===== src/imm_ram.sv =====
`timescale 1ns / 1ps
// Generic simple dual-port RAM, one write port, one registered read port.
module imm_ram #(
	parameter int WIDTH = 32,
	parameter int DEPTH = 64,
	localparam int AW = (DEPTH > 1) ? $clog2(DEPTH) : 1
) (
	input  logic             clk,
	input  logic             we,
	input  logic [AW-1:0]    waddr,
	input  logic [WIDTH-1:0] wdata,
	input  logic [AW-1:0]    raddr,
	output logic [WIDTH-1:0] rdata
);

	logic [WIDTH-1:0] mem_q [DEPTH];
	logic [WIDTH-1:0] rdata_q;

	always_ff @(posedge clk) begin
		if (we) begin
			mem_q[waddr] <= wdata;
		end
		rdata_q <= mem_q[raddr];
	end

	assign rdata = rdata_q;

endmodule


===== config.mk =====
export PLATFORM = sky130hd
export DESIGN_NAME = imm_ram
export DESIGN_NICKNAME = d
export VERILOG_FILES = /design/src/imm_ram.sv
export SDC_FILE = /design/constraint.sdc
export NUM_CORES = 2
export LEC_CHECK = 0
export ABC_CLOCK_PERIOD_IN_PS = 8320
export BUFFER_PORTS_ARGS = -buffer_cell sky130_fd_sc_hd__buf_2
export CELL_PAD_IN_SITES_DETAIL_PLACEMENT = 0
export CELL_PAD_IN_SITES_GLOBAL_PLACEMENT = 1
export CORE_UTILIZATION = 35
export CTS_CLUSTER_DIAMETER = 30
export DETAILED_ROUTE_END_ITERATION = 8
export PLACE_DENSITY_LB_ADDON = 0.1
export SYNTH_ARGS = -nofsm -noshare
export SYNTH_HDL_FRONTEND = slang
export SYNTH_SLANG_ARGS = --single-unit

===== constraint.sdc =====
create_clock -name clk -period 8.32 [get_ports clk]
set_input_delay 0.832 -clock clk [delete_from_list [all_inputs] [get_ports clk]]
set_output_delay 0.832 -clock clk [all_outputs]
set_load 0.03 [all_outputs]

* Word level (Yosys, flattened, before mapping) *
Memory sizes are Yosys's and may differ from the RTL's. A register that Yosys moved wholly into a read port is not among the register bits.
Index checks and enable logic that the tools add are counted.

storage, ports and cells
  output and inout bits = 32
  flip-flop bits (word level) = 0
  memories = 1
  input port bits = 46
  logic and storage cells = 3
  RAM bits = 2048

cells by class
  muxes and demuxes = 2

memories
  name   depth  width  read ports  clocked after memory_dff  wr ports  line  source
  mem_q  64     32     1           1                         1         16    logic [WIDTH-1:0] mem_q [DEPTH];

operator list
  kind    count
  $mux 1  2

* Depth between registers and ports, before layout *
  depth after elaboration = 2
  depth in mapped cells = 10

* Worst setup path before layout *
OpenSTA, ideal clock, no wires.

  path type = input-to-reg
  start = input port waddr[3]
  end = memory mem_q[48][0], enable pin
  path slack = 4328 ps
  arrival time = 3531 ps
  stages = 4
  cells stage by stage = clkbuf_1 > nor2b_1 > nand4b_1 > nor3_1

RTL lines
  item                line  source
  start: declaration  10    input logic [AW-1:0] waddr,
  end: declaration    16

Straight into the memory's write port.

==> impl_results.rst <==
.. list-table::
   :header-rows: 1

   * - Metric
     - Value
   * - Cell count of the worst reg-to-reg path
     - 4
   * - Clock buffer count from CTS
     - 443
   * - Worst hold start
     - raddr[4]
   * - Final worst-path cycle share
     - 47.6%
   * - Fill cell instance count of the final layout
     - 18819
   * - Setup slack at placement
     - 3.34 ns
   * - # resized after CTS
     - 0
   * - Highest-count cells in the layout ignoring fill and taps
     - sky130_fd_sc_hd__edfxtp_1 (2048), sky130_fd_sc_hd__mux4_2 (544), sky130_fd_sc_hd__clkbuf_16 (446)
   * - Overall routing resource usage
     - 20.6%
   * - Reg-to-reg critical path startpoint
     - mem_q[3][11]
   * - Critical Path Fanout Max
     - 70
   * - Clock insertion delay at the later pin of the skew report
     - 0.97 ns
   * - First-pass iteration count of the detailed router
     - 5
   * - Post-synth top area share
     - 78.3%
   * - Min-delay worst type
     - in -> reg
   * - Final count of hold timing violations
     - 0
   * - Unrepaired setup endpoints after global routing
     - no
   * - Finished Core Util
     - 44.0%
   * - Number of setup violations in the final report
     - 0
   * - Number of I/O pins
     - 78
   * - Sum of met3 wire segment lengths after detailed routing
     - 13700 um
   * - Synth Area per Inst
     - 23.6 um2
   * - Count of H-tree levels built during CTS
     - 5
   * - Area added between synthesis and finish
     - 24.6%
   * - Number of global-route vias before repair
     - 40640
   * - Top post-synthesis cells by area
     - sky130_fd_sc_hd__edfxtp_1 (78%), sky130_fd_sc_hd__mux4_2 (16%), sky130_fd_sc_hd__mux2i_1 (1.2%), sky130_fd_sc_hd__dfxtp_1 (0.82%), sky130_fd_sc_hd__o22ai_1 (0.67%)
   * - Hold_buf cts
     - 0
   * - Critical path startpoint category
     - input pin
   * - Port Buf Inserts
     - 77
   * - Routability Congestion
     - 0.720
   * - Residual DRC count
     - 0
   * - Req. time, crit path
     - 9.09 ns
   * - Number of storage elements in the synthesis netlist
     - 2080
   * - Worst Setup End Kind
     - register
   * - Power density over the cells
     - 304 nW/um2
   * - Most common library cell in the layout ignoring fill and taps
     - sky130_fd_sc_hd__edfxtp_1
   * - Static Leakage
     - 0.0313 uW
   * - Clock tree from TritonCTS
     - yes
   * - CTS Root Cell
     - sky130_fd_sc_hd__clkbuf_16
   * - Vias post-DR
     - 37875
   * - Syn_nets
     - 3370
   * - Final setup slack of the worst path
     - 4.36 ns
   * - First-pass GRT wire length
     - 317000 um
   * - Clock tree buffer depth
     - 4
   * - Post-layout min period
     - 3.96 ns
   * - Maximum ir drop on the vdd rail
     - 0.000192 V
   * - CP Data Arrival Time
     - 4.73 ns
   * - Width of the die
     - 476 um
   * - Number of antenna violations at the first check in global routing
     - 17
   * - Number of buffers inserted to repair setup after CTS
     - 0
   * - Clock skew after layout
     - 0.0536 ns
   * - Ratio of cells with drive above 1 in the final layout
     - 36.3%
   * - Mapped Area
     - 78500 um2
   * - DR WL/cell
     - 32.5 um
   * - Total Negative Setup Slacks
     - 0 ns
   * - Clock-pin transition on the worst setup and hold timing paths
     - 0.05 ns
   * - Reg-to-reg setup timing slack
     - 5.66 ns
   * - Cell total after placement
     - 6306
   * - Height of the die
     - 476 um
   * - Site Rows
     - 173
   * - Result of the run
     - complete, no violations
   * - Number of DRC markers in iteration 0
     - 3503
   * - Maximum Capacitance Violations
     - 0
   * - Area of the core
     - 223000 um2
   * - Max Used Layer
     - met5
   * - Count of mapped cells out of synthesis
     - 3324
   * - R2r endpoint
     - rdata[11]
   * - Share of the yosys chip area belonging to registers
     - 79.1%
   * - Total met2 wirelength after detailed routing
     - 112000 um
   * - Max-Slew Margin vs Limit
     - 10.5%
   * - Maximum number of pins on one net before global-route repair
     - 90
   * - Yosys cell types
     - 34
   * - Total overflow reported by the global router
     - 0
   * - Residual antenna-violating net count after detailed routing
     - 0
   * - Max frequency
     - 0.252 GHz
   * - Worst-Margin Slew
     - 1.34 ns
   * - Final routed wirelength across all metal layers
     - 231000 um
   * - Starting density of the core
     - 35.3%
   * - Warnings, synthesis
     - 0
   * - Hold path endpoint
     - rdata[7]
   * - Full die area
     - 226000 um2
   * - Number of nets in the finished design
     - 3822
   * - Cell count of the worst hold path
     - 3
   * - Sink Count
     - 2080
   * - Max-slew violation count
     - 0
   * - Vias per cell
     - 5.32
   * - Met1 WL
     - 98000 um
   * - Cell accounting for the most synthesized area
     - sky130_fd_sc_hd__edfxtp_1
   * - Placed wire-length estimate after detailed placement
     - 117000 um
   * - Category of the most critical setup path
     - in -> reg
   * - Cell Count, Final, Fillers Out
     - 7116
cell families (layout without fill, tap and decap cells):
kind of cell / Yosys count / in the layout / share of synthesized area [%]
other: 0 / 6 / 0
DFF: 2080 / 2080 / 79.1
muxes: 637 / 637 / 16.8
buffers and inverters: 182 / 993 / 1.13
and+or+nand+nor: 223 / 223 / 1.27
AOI/OAI and AO/OA: 202 / 202 / 1.67
per-stage QoR:
stage | hold slack [ns] | total power [uW] | instance area [um2]
6_report | 0.479 | 29700 | 97900
4_1_cts | 0.411 | 30000 | 97900
3_3_place_gp | 0.752 | 13000 | 83200
3_5_place_dp | 0.726 | 13000 | 83200
5_1_grt | 0.463 | 30600 | 97900
2_1_floorplan | 0.663 | 12500 | 78500
area by class of cell:
cell class                 instances  area, um2  area share (%)
sequential                      2080      62100            63.5
multi-input combinational       1062      16000            16.3
antenna                            6       15.0          0.0153
clock inverter                   300       3210            3.28
clock buffer                     504      11500            11.7
tap                             2975       3720            3.80
timing repair buffer             189       1350            1.38
worst max-delay path, cell delays in order:
cell,delay (ns)
sky130_fd_sc_hd__buf_8,0.46
sky130_fd_sc_hd__buf_4,0.53
sky130_fd_sc_hd__buf_4,0.56
sky130_fd_sc_hd__mux4_2,0.40
sky130_fd_sc_hd__mux4_2,0.52
sky130_fd_sc_hd__o22ai_1,1.04
sky130_fd_sc_hd__nor2_1,0.12
sequential cells by signal (all words and copies together) (netlist names):
| name | count |
|---|---|
| rdata | 32 |
| mem_q | 2048 |
routing by layer:
metal | vias up | GRT usage, %
met1 | 20829 | 27.4
li1 | 15399 | -
met4 | 4 | 7.13
met5 | - | 0
met3 | 355 | 4.24
met2 | 1288 | 33.5
report_power, final:
part           internal, uW  switching (uW)  leakage, uW
logic                   376             699      0.00560
clock network         11500            5490      0.00700
registers             11600            52.4       0.0187
total                 23500            6250       0.0313
cells in the mapped netlist, drive strengths merged:
cell type and instances:
a311oi 8, nand3 5, clkbuf 74, nand3b 5
nor3 7, and2 2, mux2i 93, nor2b 15
a22oi 12, buf 108, o221ai 27, nand4 2
a41o 4, o32ai 4, nand2b 8, a21oi 62
and3 4, a31oi 1, o22ai 84, nor2 137
edfxtp 2048, dfxtp 32, or3b 5, or3 3
mux4 544, or2 3, nand4b 1, nand2 26
worst max path at each step:
| stage | start | to | slack (ns) | cells past startpoint |
|---|---|---|---|---|
| 2_1_floorplan | waddr[3] | mem_q[48][0] | 4.33 | 4 |
| 3_5_place_dp | raddr[1] | rdata[11] | 3.34 | 7 |
| 4_1_cts | raddr[1] | rdata[11] | 4.37 | 7 |
| 6_report | raddr[1] | rdata[11] | 4.36 | 7 |
| 5_1_grt | raddr[1] | rdata[11] | 4.33 | 7 |
| 3_3_place_gp | raddr[1] | rdata[11] | 3.35 | 7 |
No activity file was read; power rests on OpenSTA's default activity.
