--- src/imm_pkg.sv ---
`timescale 1ns / 1ps
// Shared types, codes and helpers for the integer matrix multiplier.
package imm_pkg;

	localparam int DIM_W  = 4;
	localparam int DATA_W = 32;

	typedef logic [DIM_W-1:0]         dim_t;
	typedef logic signed [DATA_W-1:0] data_t;

	typedef enum logic [1:0] {
		ACT_LOAD_A = 2'd0,
		ACT_LOAD_B = 2'd1,
		ACT_MULT   = 2'd2
	} action_t;

	typedef enum logic [1:0] {
		ST_OK         = 2'd0,
		ST_FULL       = 2'd1,
		ST_MISMATCH   = 2'd2,
		ST_INCOMPLETE = 2'd3
	} status_t;

	typedef enum logic [1:0] {
		CFG_A_ROWS = 2'd0,
		CFG_A_COLS = 2'd1,
		CFG_B_ROWS = 2'd2,
		CFG_B_COLS = 2'd3
	} cfg_idx_t;

	typedef enum logic [1:0] {
		SQ_IDLE,
		SQ_RUN,
		SQ_WAIT
	} seq_state_t;

	// MAC control that travels alongside the store read data
	typedef struct packed {
		logic valid;
		logic first;
		logic last;
	} mac_ctl_t;

	// one finished product element handed to the output buffer
	typedef struct packed {
		logic valid;
		logic last;
	} emit_t;

	// zero acts as one, anything above the limit acts as the limit
	function automatic dim_t clamp_dim(dim_t v, dim_t max_d);
		dim_t r;
		r = v;
		if (v == '0) begin
			r = dim_t'(1);
		end else if (v > max_d) begin
			r = max_d;
		end
		return r;
	endfunction

endpackage

--- src/imm_mac.sv ---
`timescale 1ns / 1ps
// Multiply-accumulate datapath: registered product, then 32-bit wrapping sum.
module imm_mac (
	input  logic              clk,
	input  logic              arst_n,
	input  imm_pkg::mac_ctl_t ctl_s1,
	input  imm_pkg::data_t    a_data,
	input  imm_pkg::data_t    b_data,
	output imm_pkg::data_t    acc,
	output logic              done
);
	import imm_pkg::*;

	mac_ctl_t ctl_s2;
	data_t    prod_s2;
	data_t    acc_q;
	logic     done_q;

	always_ff @(posedge clk or negedge arst_n) begin
		if (!arst_n) begin
			ctl_s2 <= '0;
			done_q <= 1'b0;
		end else begin
			ctl_s2 <= ctl_s1;
			done_q <= ctl_s2.valid && ctl_s2.last;
		end
	end

	always_ff @(posedge clk) begin
		prod_s2 <= a_data * b_data;
		if (ctl_s2.valid) begin
			acc_q <= ctl_s2.first ? prod_s2 : acc_q + prod_s2;
		end
	end

	assign acc  = acc_q;
	assign done = done_q;

endmodule

--- config.mk ---
export PLATFORM = sky130hd
export DESIGN_NAME = imm_mac
export DESIGN_NICKNAME = d
export VERILOG_FILES = /design/src/imm_pkg.sv /design/src/imm_mac.sv
export SDC_FILE = /design/constraint.sdc
export NUM_CORES = 1
export LEC_CHECK = 0
export ABC_AREA = 0
export BUFFER_PORTS_ARGS = -buffer_cell sky130_fd_sc_hd__buf_2
export CORE_UTILIZATION = 50
export DETAILED_ROUTE_END_ITERATION = 7
export PLACE_DENSITY = 0.67
export SLEW_MARGIN = 10
export SYNTH_ARGS = -nofsm -noshare
export SYNTH_HDL_FRONTEND = slang
export SYNTH_SLANG_ARGS = --single-unit
--- constraint.sdc ---
create_clock -name clk -period 6.95 [get_ports clk]
set_clock_uncertainty 0.2 [all_clocks]
set_input_delay 1.39 -clock clk [delete_from_list [all_inputs] [get_ports clk]]
set_output_delay 1.39 -clock clk [all_outputs]
set_load 0.005 [all_outputs]
Yosys cells after proc, flatten, opt, wreduce, memory -nomap -nowiden --
Index checks and enable logic that the tools add are counted.
Storage, ports and cells: bits in registers 68, input bits 69, output and inout bits 33, word-level logic and storage cells 10
Cells by class: add/sub/neg operators 1, $mul 1, mux-type cells 1, reductions and logical operators 1
Operators with widths (count):
- $add 32x32->32 | 1
- $mul 32x32->32 | 1
- $mux 32 | 1
- $logic_and 1x1->1 | 1

Logic depth before layout (Yosys ltp) --
word-level depth 2, gate-level depth with buffers 28, depth with buffers taken out 26

Worst setup path after synthesis --
OpenSTA, ideal clock, no wires.
path kind input to register, start point in a_data[13], end point reg prod_s2[28], library setup time 0.127 ns, arrival 7.973 ns, data required time 6.623 ns, path slack -1.351 ns, stages on the path 24, path buffers 2, path through clkbuf_1 clkbuf_1 and2_1 fa_1 fa_1 fa_1 inv_1 fa_1 inv_1 fa_1 fa_1 fa_1 inv_1 fa_1 inv_1 ha_1 and3_1 a221oi_2 o21ai_0 a211o_1 a21o_1 a2111oi_0 nor3_1 xor2_1
Between the ends: cells in the longest elaborated chain, start to end 1
RTL lines:
- start, declared | RTL line imm_mac.sv:7 | input imm_pkg::data_t a_data,
- $mul 32x32->32 | RTL line imm_mac.sv:30 | prod_s2 <= a_data * b_data;
- end signal, assigned | RTL line imm_mac.sv:30
- end, declared | RTL line imm_mac.sv:15 | data_t prod_s2;
Every way passes these cells. A chain may end at the register's enable or synchronous reset.

Worst setup path in the final report --
start point in a_data[17], end point reg prod_s2[28]
Same word-level chain as after synthesis.

==> out/metrics.cfg <==
[run_status]
status = finished with violations
violations = negative setup slack

[floorplanning]
io_pins = 102
die_x_um = 202.9
dieArea_um2 = 41170
core_area_um2 = 39730
initial_core_util = 0.5079
rows = 73
die_h_um = 202.9

[critical_path]
cp_max_fo = 4
reg2reg_from = acc[0]
critPathMostFrequentCell = fa_1
cp_top_family = adder cells
cp_num_buf_inv = 5
cpPeakStageDelay_ns = 0.59
cp-end-kind = flip-flop
rr_endpoint = acc[30]
crit_type = in2reg
cp-endpoint = prod_s2[28]
critical_path.cell_chain = buf_8 -> and2_4 -> fa_1 -> fa_1 -> inv_1 -> fa_1 -> fa_1 -> inv_1 -> fa_1 -> fa_1 -> fa_1 -> inv_1 -> fa_1 -> inv_2 -> ha_4 -> and3_4 -> a221oi_4 -> o21ai_2 -> a211o_1 -> a21o_4 -> a2111oi_4 -> nor3_2 -> xor2_1
cp_data_required_time_ns = 6.97
r2r_cells = 11
cp-start-kind = primary input
critPathArrivalTime_ns = 7.68
reg2reg_setup_slack_ns = 3.48
slowest_stage = fa_1
path_depth = 23
crit_path_start = a_data[17]

[clock_tree]
h-tree-depth = 3
path_clk_slew_ns = 0.06
cts_buffers = 9
cts_tree = built
ctsHoldBuffers = 0
clock_latency_ns = 0.34
cts.sinks = 68
cts_buffer_depth = 2
cts_root_buf = clkbuf_16

[synth]
ys_warn_count = 0
synthArstFlopShare = 0.05882
yosysTopAreaCell = fa_1
synth_area_leaders = fa_1 41%, ha_1 11%, and2_1 11%
ys_seq_elements = 68
yosysSeqAreaShare = 0.08433
syn_area_um2 = 20180
syn_nets = 2858
synth_top_cells_by_count = 446 x inv_1, 409 x fa_1, 355 x and2_1
postSynthCellCount = 2199
ys_types = 66
synth-main-ff-cell = edfxtp_1
synth-edff-count = 32
synth_most_common_cell = inv_1
synth_area_per_cell_um2 = 9.177
synth_top_cell_area_share = 0.4058

[global_route]
grt_use_total = 0.2563
gr-total-overflow = 0
grt_max_degree = 70
grt_pass1_vias = 15960
antenna_found_initial = 3
grt_pass1_wl_um = 82930

[layout]
drive_gt1_frac = 0.1924
fin_nets = 3087
fillCellCount = 3365
finalInstanceArea_um2 = 23820
area_growth_pct = 18.04

[routing]
wl_met3_um = 3637
wl_met1_um = 22490
ant_nets = 0
drt_iter0_markers = 746
routed.top_layer = met5
post_drt_via_cell_ratio = 5.132
drc_errors = 0
via_count = 15190
wl_met2_um = 23700
drt-total-wl_um = 50850
post_drt_wl_per_cell_um = 17.18
first_pass_iters = 5

[timing]
fin_crit_sh = 1.102
rsz0062_at_grt = true
timing.slew.headroom = 0.5394
setup_violations = 15
clock.fmax_mhz = 130.6
slew_violations = 0
worst_slack_ns = -0.7077
hold_viol_final = 0
min_period_ns = 7.658
worst_slew_pin_slew_ns = 0.6735

[placement]
postPlaceCellArea_um2 = 22620
hpwl_um = 44170
port_buffers = 101
gp_congestion = 0.9041
pre_cts_ws_ns = -1.241

[run]
max_cap_viol_count = 0

[min_path]
min_path_type = reg2reg

[cells in the final DEF (no fill, tap or decap), types with 22 or more instances in the layout]
master / count
xnor2_1: 78
and2_4: 23
buf_6: 43
inv_1: 424
fa_1: 386
buf_2: 81
nand2_1: 225
ha_1: 158
xor2_1: 26
a21oi_1: 37
buf_4: 179
a21o_1: 25
fa_2: 23
edfxtp_1: 32
inv_2: 22
nor2_1: 36
ha_4: 22
dfxtp_1: 32
o21ai_0: 41
and2_1: 332
[cells by family (layout without fill, tap and decap cells)]
| logic type | Yosys count | in the layout | synth area share |
|---|---|---|---|
| AO/OA/AOI/OAI | 194 | 194 | 0.06498 |
| XOR/XNOR | 106 | 106 | 0.04601 |
| multiplexers | 6 | 6 | 0.003038 |
| flip-flops | 68 | 68 | 0.08433 |
| AND/OR/NAND/NOR | 692 | 692 | 0.1827 |
| buffers and inverters | 543 | 777 | 0.1010 |
| adder cells (fa/ha/maj) | 590 | 590 | 0.5180 |
| other | 0 | 1 | 0 |
[flip-flops by register name, summed over array words and instances, names as in the netlist]
| signal | flops |
|---|---|
| acc | 32 |
| ctl_s2 | 3 |
| done | 1 |
| prod_s2 | 32 |
[layer usage]
metal,GRT usage,vias to the layer above
met2,0.4155,412
met4,0.05424,4
met3,0.04992,59
li1,-,7108
met1,0.3568,7603
met5,0,-
[through the flow]
stage | setup TNS, ns | util | hold slack (ns) | cells
6_report | -5.603 | 0.5995 | 0.2632 | 2959
4_1_cts | -5.020 | 0.5868 | 0.2724 | 2943
2_1_floorplan | -6.410 | - | 0.2277 | 2199
3_5_place_dp | -15.00 | 0.5693 | 0.2563 | 2922
5_1_grt | -8.364 | 0.5995 | 0.2954 | 2958
3_3_place_gp | -12.94 | 0.5693 | 0.2442 | 2922
[layout make-up]
class                      instances  area, um^2  area share
timing repair buffer             315        2419      0.1015
sequential                        68        1703     0.07149
clock buffer                      11       264.0     0.01108
tap                              525       656.9     0.02758
clock inverter                     5       38.79    0.001628
inverter                         446        1674     0.07028
antenna                            1       2.502   0.0001051
multi-input combinational       1588       17060      0.7163
[worst reg2reg max path, stage by stage (launching register included)]
cell       delay, ns
edfxtp_1        0.43
ha_1            0.26
inv_1           0.08
fa_1            0.24
nor2b_4         0.06
o31a_4          0.29
o41ai_2         0.41
a21oi_1         0.27
a2111oi_0       0.45
o21ai_0         0.24
nand4b_1        0.15
o311ai_1        0.11
[worst min path at each step]
stage	start	end	cells after the start
2_1_floorplan	ctl_s2[0]	done	1
3_3_place_gp	ctl_s2[0]	done	1
3_5_place_dp	ctl_s2[0]	done	1
4_1_cts	ctl_s2[0]	done	1
5_1_grt	ctl_s2[0]	done	1
6_report	ctl_s2[0]	done	1
[timing repair]
item / 4_1_cts / 5_1_grt
gates resized for setup: 97 / 97
pin swaps: 55 / 61
endpoints found under the setup margin: 18 / 19
setup buffers: 5 / 16
Power is left out: the tool's default activity adds up to more than one toggle a clock period on the data nets, which glitch-free logic cannot reach.
