### config.mk
export PLATFORM = sky130hd
export DESIGN_NAME = imm_seq
export DESIGN_NICKNAME = d
export VERILOG_FILES = /design/src/imm_pkg.sv /design/src/imm_seq.sv
export SDC_FILE = /design/constraint.sdc
export NUM_CORES = 1
export LEC_CHECK = 0
export BUFFER_PORTS_ARGS = -buffer_cell sky130_fd_sc_hd__buf_2
export CORE_MARGIN = 5
export CORE_UTILIZATION = 54
export CTS_CLUSTER_DIAMETER = 80
export DETAILED_ROUTE_END_ITERATION = 6
export PLACE_DENSITY = 0.81
export SKIP_CTS_REPAIR_TIMING = 1
export SLEW_MARGIN = 20
export SYNTH_ARGS = -nofsm -noshare
export SYNTH_HDL_FRONTEND = slang
export SYNTH_SLANG_ARGS = --single-unit
export TNS_END_PERCENT = 100
### constraint.sdc
create_clock -name clk -period 2.66 [get_ports clk]
set_clock_uncertainty 0.15 [all_clocks]
set_input_delay 0.532 -clock clk [delete_from_list [all_inputs] [get_ports clk]]
set_output_delay 0.532 -clock clk [all_outputs]
set_load 0.1 [all_outputs]
### src/imm_pkg.sv
`timescale 1ns / 1ps
// Shared types, codes and helpers for the integer matrix multiplier.
package imm_pkg;

	localparam int DIM_W  = 4;
	localparam int DATA_W = 32;

	typedef logic [DIM_W-1:0]         dim_t;
	typedef logic signed [DATA_W-1:0] data_t;

	typedef enum logic [1:0] {
		ACT_LOAD_A = 2'd0,
		ACT_LOAD_B = 2'd1,
		ACT_MULT   = 2'd2
	} action_t;

	typedef enum logic [1:0] {
		ST_OK         = 2'd0,
		ST_FULL       = 2'd1,
		ST_MISMATCH   = 2'd2,
		ST_INCOMPLETE = 2'd3
	} status_t;

	typedef enum logic [1:0] {
		CFG_A_ROWS = 2'd0,
		CFG_A_COLS = 2'd1,
		CFG_B_ROWS = 2'd2,
		CFG_B_COLS = 2'd3
	} cfg_idx_t;

	typedef enum logic [1:0] {
		SQ_IDLE,
		SQ_RUN,
		SQ_WAIT
	} seq_state_t;

	// MAC control that travels alongside the store read data
	typedef struct packed {
		logic valid;
		logic first;
		logic last;
	} mac_ctl_t;

	// one finished product element handed to the output buffer
	typedef struct packed {
		logic valid;
		logic last;
	} emit_t;

	// zero acts as one, anything above the limit acts as the limit
	function automatic dim_t clamp_dim(dim_t v, dim_t max_d);
		dim_t r;
		r = v;
		if (v == '0) begin
			r = dim_t'(1);
		end else if (v > max_d) begin
			r = max_d;
		end
		return r;
	endfunction

endpackage

### src/imm_seq.sv
`timescale 1ns / 1ps
// Multiply sequencer: walks rows, columns and the inner index, drives store reads.
module imm_seq #(
	parameter int MAX_DIM = 8,
	localparam int DEPTH = MAX_DIM * MAX_DIM,
	localparam int AW = (DEPTH > 1) ? $clog2(DEPTH) : 1
) (
	input  logic              clk,
	input  logic              arst_n,
	input  logic              start,
	input  imm_pkg::dim_t     ar,
	input  imm_pkg::dim_t     ac,
	input  imm_pkg::dim_t     bc,
	input  logic              acc_done,
	input  logic              slot_ok,
	output logic [AW-1:0]     a_raddr,
	output logic [AW-1:0]     b_raddr,
	output imm_pkg::mac_ctl_t ctl_s1,
	output imm_pkg::emit_t    emit,
	output logic              idle
);
	import imm_pkg::*;

	localparam int IW = (MAX_DIM > 1) ? $clog2(MAX_DIM) : 1;

	seq_state_t    state_q, state_d;
	logic [IW-1:0] r_q, c_q, k_q;
	logic [AW-1:0] row_base_q, a_ptr_q, b_ptr_q;
	logic          rdy_q;
	logic          issue;
	logic          k_last, r_last, c_last;

	assign k_last = DIM_W'(k_q) == ac - dim_t'(1);
	assign r_last = DIM_W'(r_q) == ar - dim_t'(1);
	assign c_last = DIM_W'(c_q) == bc - dim_t'(1);

	always_comb begin
		state_d = state_q;
		unique case (state_q)
			SQ_IDLE: if (start) state_d = SQ_RUN;
			SQ_RUN:  if (k_last) state_d = SQ_WAIT;
			SQ_WAIT: begin
				if (rdy_q && slot_ok) begin
					state_d = (r_last && c_last) ? SQ_IDLE : SQ_RUN;
				end
			end
			default: state_d = SQ_IDLE;
		endcase
	end

	always_comb begin
		issue      = 1'b0;
		emit       = '0;
		idle       = 1'b0;
		unique case (state_q)
			SQ_IDLE: idle = 1'b1;
			SQ_RUN:  issue = 1'b1;
			SQ_WAIT: begin
				emit.valid = rdy_q && slot_ok;
				emit.last  = r_last && c_last;
			end
			default: idle = 1'b0;
		endcase
	end

	always_ff @(posedge clk or negedge arst_n) begin
		if (!arst_n) begin
			state_q <= SQ_IDLE;
			ctl_s1  <= '0;
			rdy_q   <= 1'b0;
		end else begin
			state_q      <= state_d;
			ctl_s1.valid <= issue;
			ctl_s1.first <= k_q == '0;
			ctl_s1.last  <= k_last;
			if (emit.valid) begin
				rdy_q <= 1'b0;
			end else if (acc_done) begin
				rdy_q <= 1'b1;
			end
		end
	end

	// index walk: A reads step along a row, B reads step down a column
	always_ff @(posedge clk) begin
		if (start) begin
			r_q        <= '0;
			c_q        <= '0;
			k_q        <= '0;
			row_base_q <= '0;
			a_ptr_q    <= '0;
			b_ptr_q    <= '0;
		end else if (issue) begin
			k_q     <= k_q + IW'(1);
			a_ptr_q <= a_ptr_q + AW'(1);
			b_ptr_q <= b_ptr_q + AW'(bc);
		end else if (emit.valid && !emit.last) begin
			k_q <= '0;
			if (c_last) begin
				c_q        <= '0;
				r_q        <= r_q + IW'(1);
				row_base_q <= row_base_q + AW'(ac);
				a_ptr_q    <= row_base_q + AW'(ac);
				b_ptr_q    <= '0;
			end else begin
				c_q     <= c_q + IW'(1);
				a_ptr_q <= row_base_q;
				b_ptr_q <= AW'(c_q) + AW'(1);
			end
		end
	end

	assign a_raddr = a_ptr_q;
	assign b_raddr = b_ptr_q;

endmodule
# After elaboration in Yosys (flattened, before gate mapping)
# Cells that the tools add are included.
[op_classes] reduce_logical=11 eq_ne=8 n_mux=19 n_addsub=10 n_bitwise=1
[ops] cell="2-to-1 mux 6 bit" n=5
[ops] cell="adder 6 x 4 -> 6 bit" n=2
[ops] cell="equality test 3 x 4 -> 1 bit" n=3
[ops] cell="subtractor 4 x 1 -> 4 bit, second input constant" n=3
[ops] cell="adder 3 x 1 -> 3 bit, second input constant" n=3
[ops] cell="2-to-1 mux 3 bit" n=3
[ops] cell="2-to-1 mux 2 bit" n=4
[ops] cell="adder 6 x 1 -> 6 bit, second input constant" n=1
[ops] cell="inequality test 2 bit, second input constant" n=3
[ops] cell="one-hot mux 2 bit (3 select lines)" n=1
[ops] cell="AND reduction 3 bit" n=2
[ops] cell="2-to-1 mux 1 bit" n=5
[ops] cell="adder 3 x 1 -> 4 bit, second input constant" n=1
[ops] cell="2-to-1 mux 4 bit" n=1
[ops] cell="nonzero test 2 bit" n=2
[ops] cell="logical AND 1 bit" n=3
[ops] cell="zero test 3 bit" n=1
[ops] cell="equality test 2 x 1 -> 1 bit, second input constant" n=1
[ops] cell="equality test 2 bit, second input constant" n=1
[ops] cell="zero test 2 bit" n=1
[ops] cell="AND reduction 2 bit" n=1
[ops] cell="zero test 1 bit" n=1
[ops] cell="inverter 1 bit" n=1
[totals] reg_bits=33 word_cells=60 input_bits=17 out_inout_bits=18

# Longest topological paths before layout
[logic_depth] depth_word=8 ltp_mapped=10 mapped_depth_nobuf=9

# Worst setup path before layout
# Ideal clock, no wire load.
[synth_timing] path_kind="input port to output port" from="input ar[0]" to="output emit[0] in the netlist's numbering" path_slack_ns=-0.024 t_arrival_ns=2.002 cell_stages=6 required_time_ns=1.978 n_path_buf=0 cell_sequence="inv_1 ha_1 xnor2_2 xnor2_1 nor4_4 and2_2"
[synth_lines] element="from (decl)" line_no="imm_seq.sv:11" text="input imm_pkg::dim_t ar,"
[synth_lines] element="to (decl)" line_no="imm_seq.sv:19" text="output imm_pkg::emit_t emit,"

==> metrics.cfg <==
[clocking]
cts_buffers = 5
cts_tree = built
cts-root-buf = clkbuf_8
clockBufferDepth = 2
cts_sinks = 33
htree_levels = 2
clk_latency_ns = 0.29
clk_pin_slew_ns = 0.06

[setup_path]
start_kind = input pin
end_kind = output pin
cpLargestDelayFamily = buffers and inverters
crit_top_cell = and2_4
ff2ff_path_depth = 9
cp.arrival_ns = 1.85
worstPathRequired_ns = 1.98
worstPathCellList = buf_2 > inv_1 > ha_1 > xor2_1 > o211a_1 > and2_4 > and2_4 > buf_12
max_stage_delay_ns = 0.30
critPathLaunch = bc[0]
r2r_slack_ns = 0.50
critPathBufInv = 3
reg2reg_to = a_raddr[4]$_SDFFE_PP0P_
critPathMaxFanout = 5
r2r-start = row_base_q[0]$_SDFFE_PP0P_
critPathKind = in -> out
crit_slowest_cell = ha_1

[placed_design]
dpl_cell_area_um2 = 2290
dp_slack_ns = 0.0127
io_buffers = 34
hpwl_um = 3310
gp_congestion = 0.807

[synth]
synth_top_family_by_area = simple AND/OR/NAND/NOR gates
synth_area_leader_cell = dfxtp_1
synth.most_common_cell = dfxtp_1
synth-edff-count = 0
synth_xor_area_share_pct = 9.36
synth_compound_area_share_pct = 16.1
synth_top_flop_cell = dfxtp_1
synth-adder-area-share_pct = 11.7
synthSimpleGateAreaFrac_pct = 20.9
synth_area_leaders = dfxtp_1, ha_1, dfrtp_1
yosysUniqueCellTypes = 44
syn_inst = 236
synthMuxAreaShare_pct = 2.08
yosysWarnings = 0
async_flop_share_pct = 18.2
ys_top_cells_by_count = dfxtp_1, nand2_1, nor2_1, a21oi_1, nand3_1
ys_seq_elements = 33
yosysTopAreaCellShare_pct = 26.4
synth_area_per_cell_um2 = 8.67
ys_seq_area_share_pct = 33.8
synth_nets = 271
syn_area_um2 = 2050

[sta]
relSlewSlack_pct = 65.5
period_share_pct = 95.3
worst_slack_ns = 0.126
period_needed_ns = 2.53
setup_viol = 0
rsz0062_at_grt = no
maxSlewViolCount = 0
max_freq_ghz = 0.395
holdWs_ns = 0.308
worst_pin_slew_ns = 0.517
finalHoldViolCount = 0
tns_ns = 0

[worst_hold_path]
min-delay-start = acc_done
hold_end = rdy_q$_DFFE_PN0P_
hold_class = in -> reg
whs_path_depth = 3

[final_layout]
nets = 316
fin_area_um2 = 2430
fill_cells = 326
drive_gt1_share_pct = 23.4
fin_util_pct = 66.3
area_growth_pct = 18.6
antennaDiodeCount = 0

[global_routing]
grt_pass1_vias = 1713
grt_antenna_before_repair = 0
grt_max_degree = 28
track_usage_pct = 18.8
grt_pass1_wl_um = 7620
overflow = 0

[power]
ir_drop_mv = 0.638
powerDensity_nw_per_um2 = 890
p_leak_uw = 0.00109

[routing]
dr_wl_met3_um = 173
wl_met1_um = 2050
via_per_inst = 5.42
wl_per_cell_um = 13.4
antenna_left = 0
vias = 1787
first_pass_iters = 4
highest_layer = met4
first_iter_violations = 103
drcViolationCount = 0
wirelength_um = 4410
wl_met2_um = 2080

[die]
die_w_um = 71.6
ios = 35
rows = 22
initial_utilization_pct = 55.9
die_h_um = 71.6
die-area_um2 = 5120
core_um2 = 3660

[status]
status = completed

[job]
cap_violations = 0

[tightest hold or removal path, stage by stage]
cell and delay (ns):
buf_2 0.08, nor2_1 0.03, nor2_1 0.07
[per-layer routing]
metal,vias up,track usage (%)
met3,10,4.49
met4,0,8.56
li1,909,-
met2,31,31.5
met1,837,22.6
met5,-,0
[where the power goes]
part           internal (uW)  switching, uW
Combinational            266            794
Sequential               589           86.1
Clock                    234            191
Total                   1090           1070
[layout make-up]
type / count / area (um2) / share of cell area [%]
multi-input cells: 180 / 1230 / 50.9
flip-flops and latches: 33 / 691 / 28.5
repair buffers: 47 / 288 / 11.9
clock buffers: 7 / 96.3 / 3.97
well taps: 48 / 60.1 / 2.48
inverters: 14 / 52.6 / 2.17
clock inverters: 1 / 5.00 / 0.206
[cells by family after synthesis]
kind of cell / count (synthesis)
flops: 33
xor+xnor: 21
mux: 4
buf+inv: 23
compound gates: 51
fa+ha+maj: 18
simple gates: 86
[registers in the layout, indices dropped and copies added, names as in the netlist]
name,count
b_raddr,6
state_q,2
c_q,3
r_q,3
k_q,3
ctl_s1,3
rdy_q,1
a_raddr,6
row_base_q,6
[through the flow]
step / cells / power, uW
2_1_floorplan: 236 / 1560
3_3_place_gp: 318 / 1720
3_5_place_dp: 318 / 1740
4_1_cts: 326 / 2170
5_1_grt: 330 / 2280
6_report: 330 / 2160
[placed cells by master (no fill, tap or decap), types with 7 or more instances in the layout]
cell type and instances:
a21oi_1 18, buf_2 32, buf_4 12, clkbuf_8 7, dfxtp_1 27, ha_1 16
inv_1 14, nand2_1 23, nand3_1 17, nor2_1 20, nor2b_1 8, xnor2_1 12
xor2_1 8
[worst max-delay path by stage]
stage                            endpoint  slack (ns)  cells past startpoint
2_1_floorplan                     emit[0]        0.11                      6
3_3_place_gp                      emit[0]        0.11                      8
3_5_place_dp   row_base_q[5]$_SDFFE_PP0P_        0.01                     11
4_1_cts                           emit[0]        0.08                      8
5_1_grt                           emit[0]        0.01                      8
6_report                          emit[0]        0.13                      8
No activity file was read; power rests on OpenSTA's default activity.
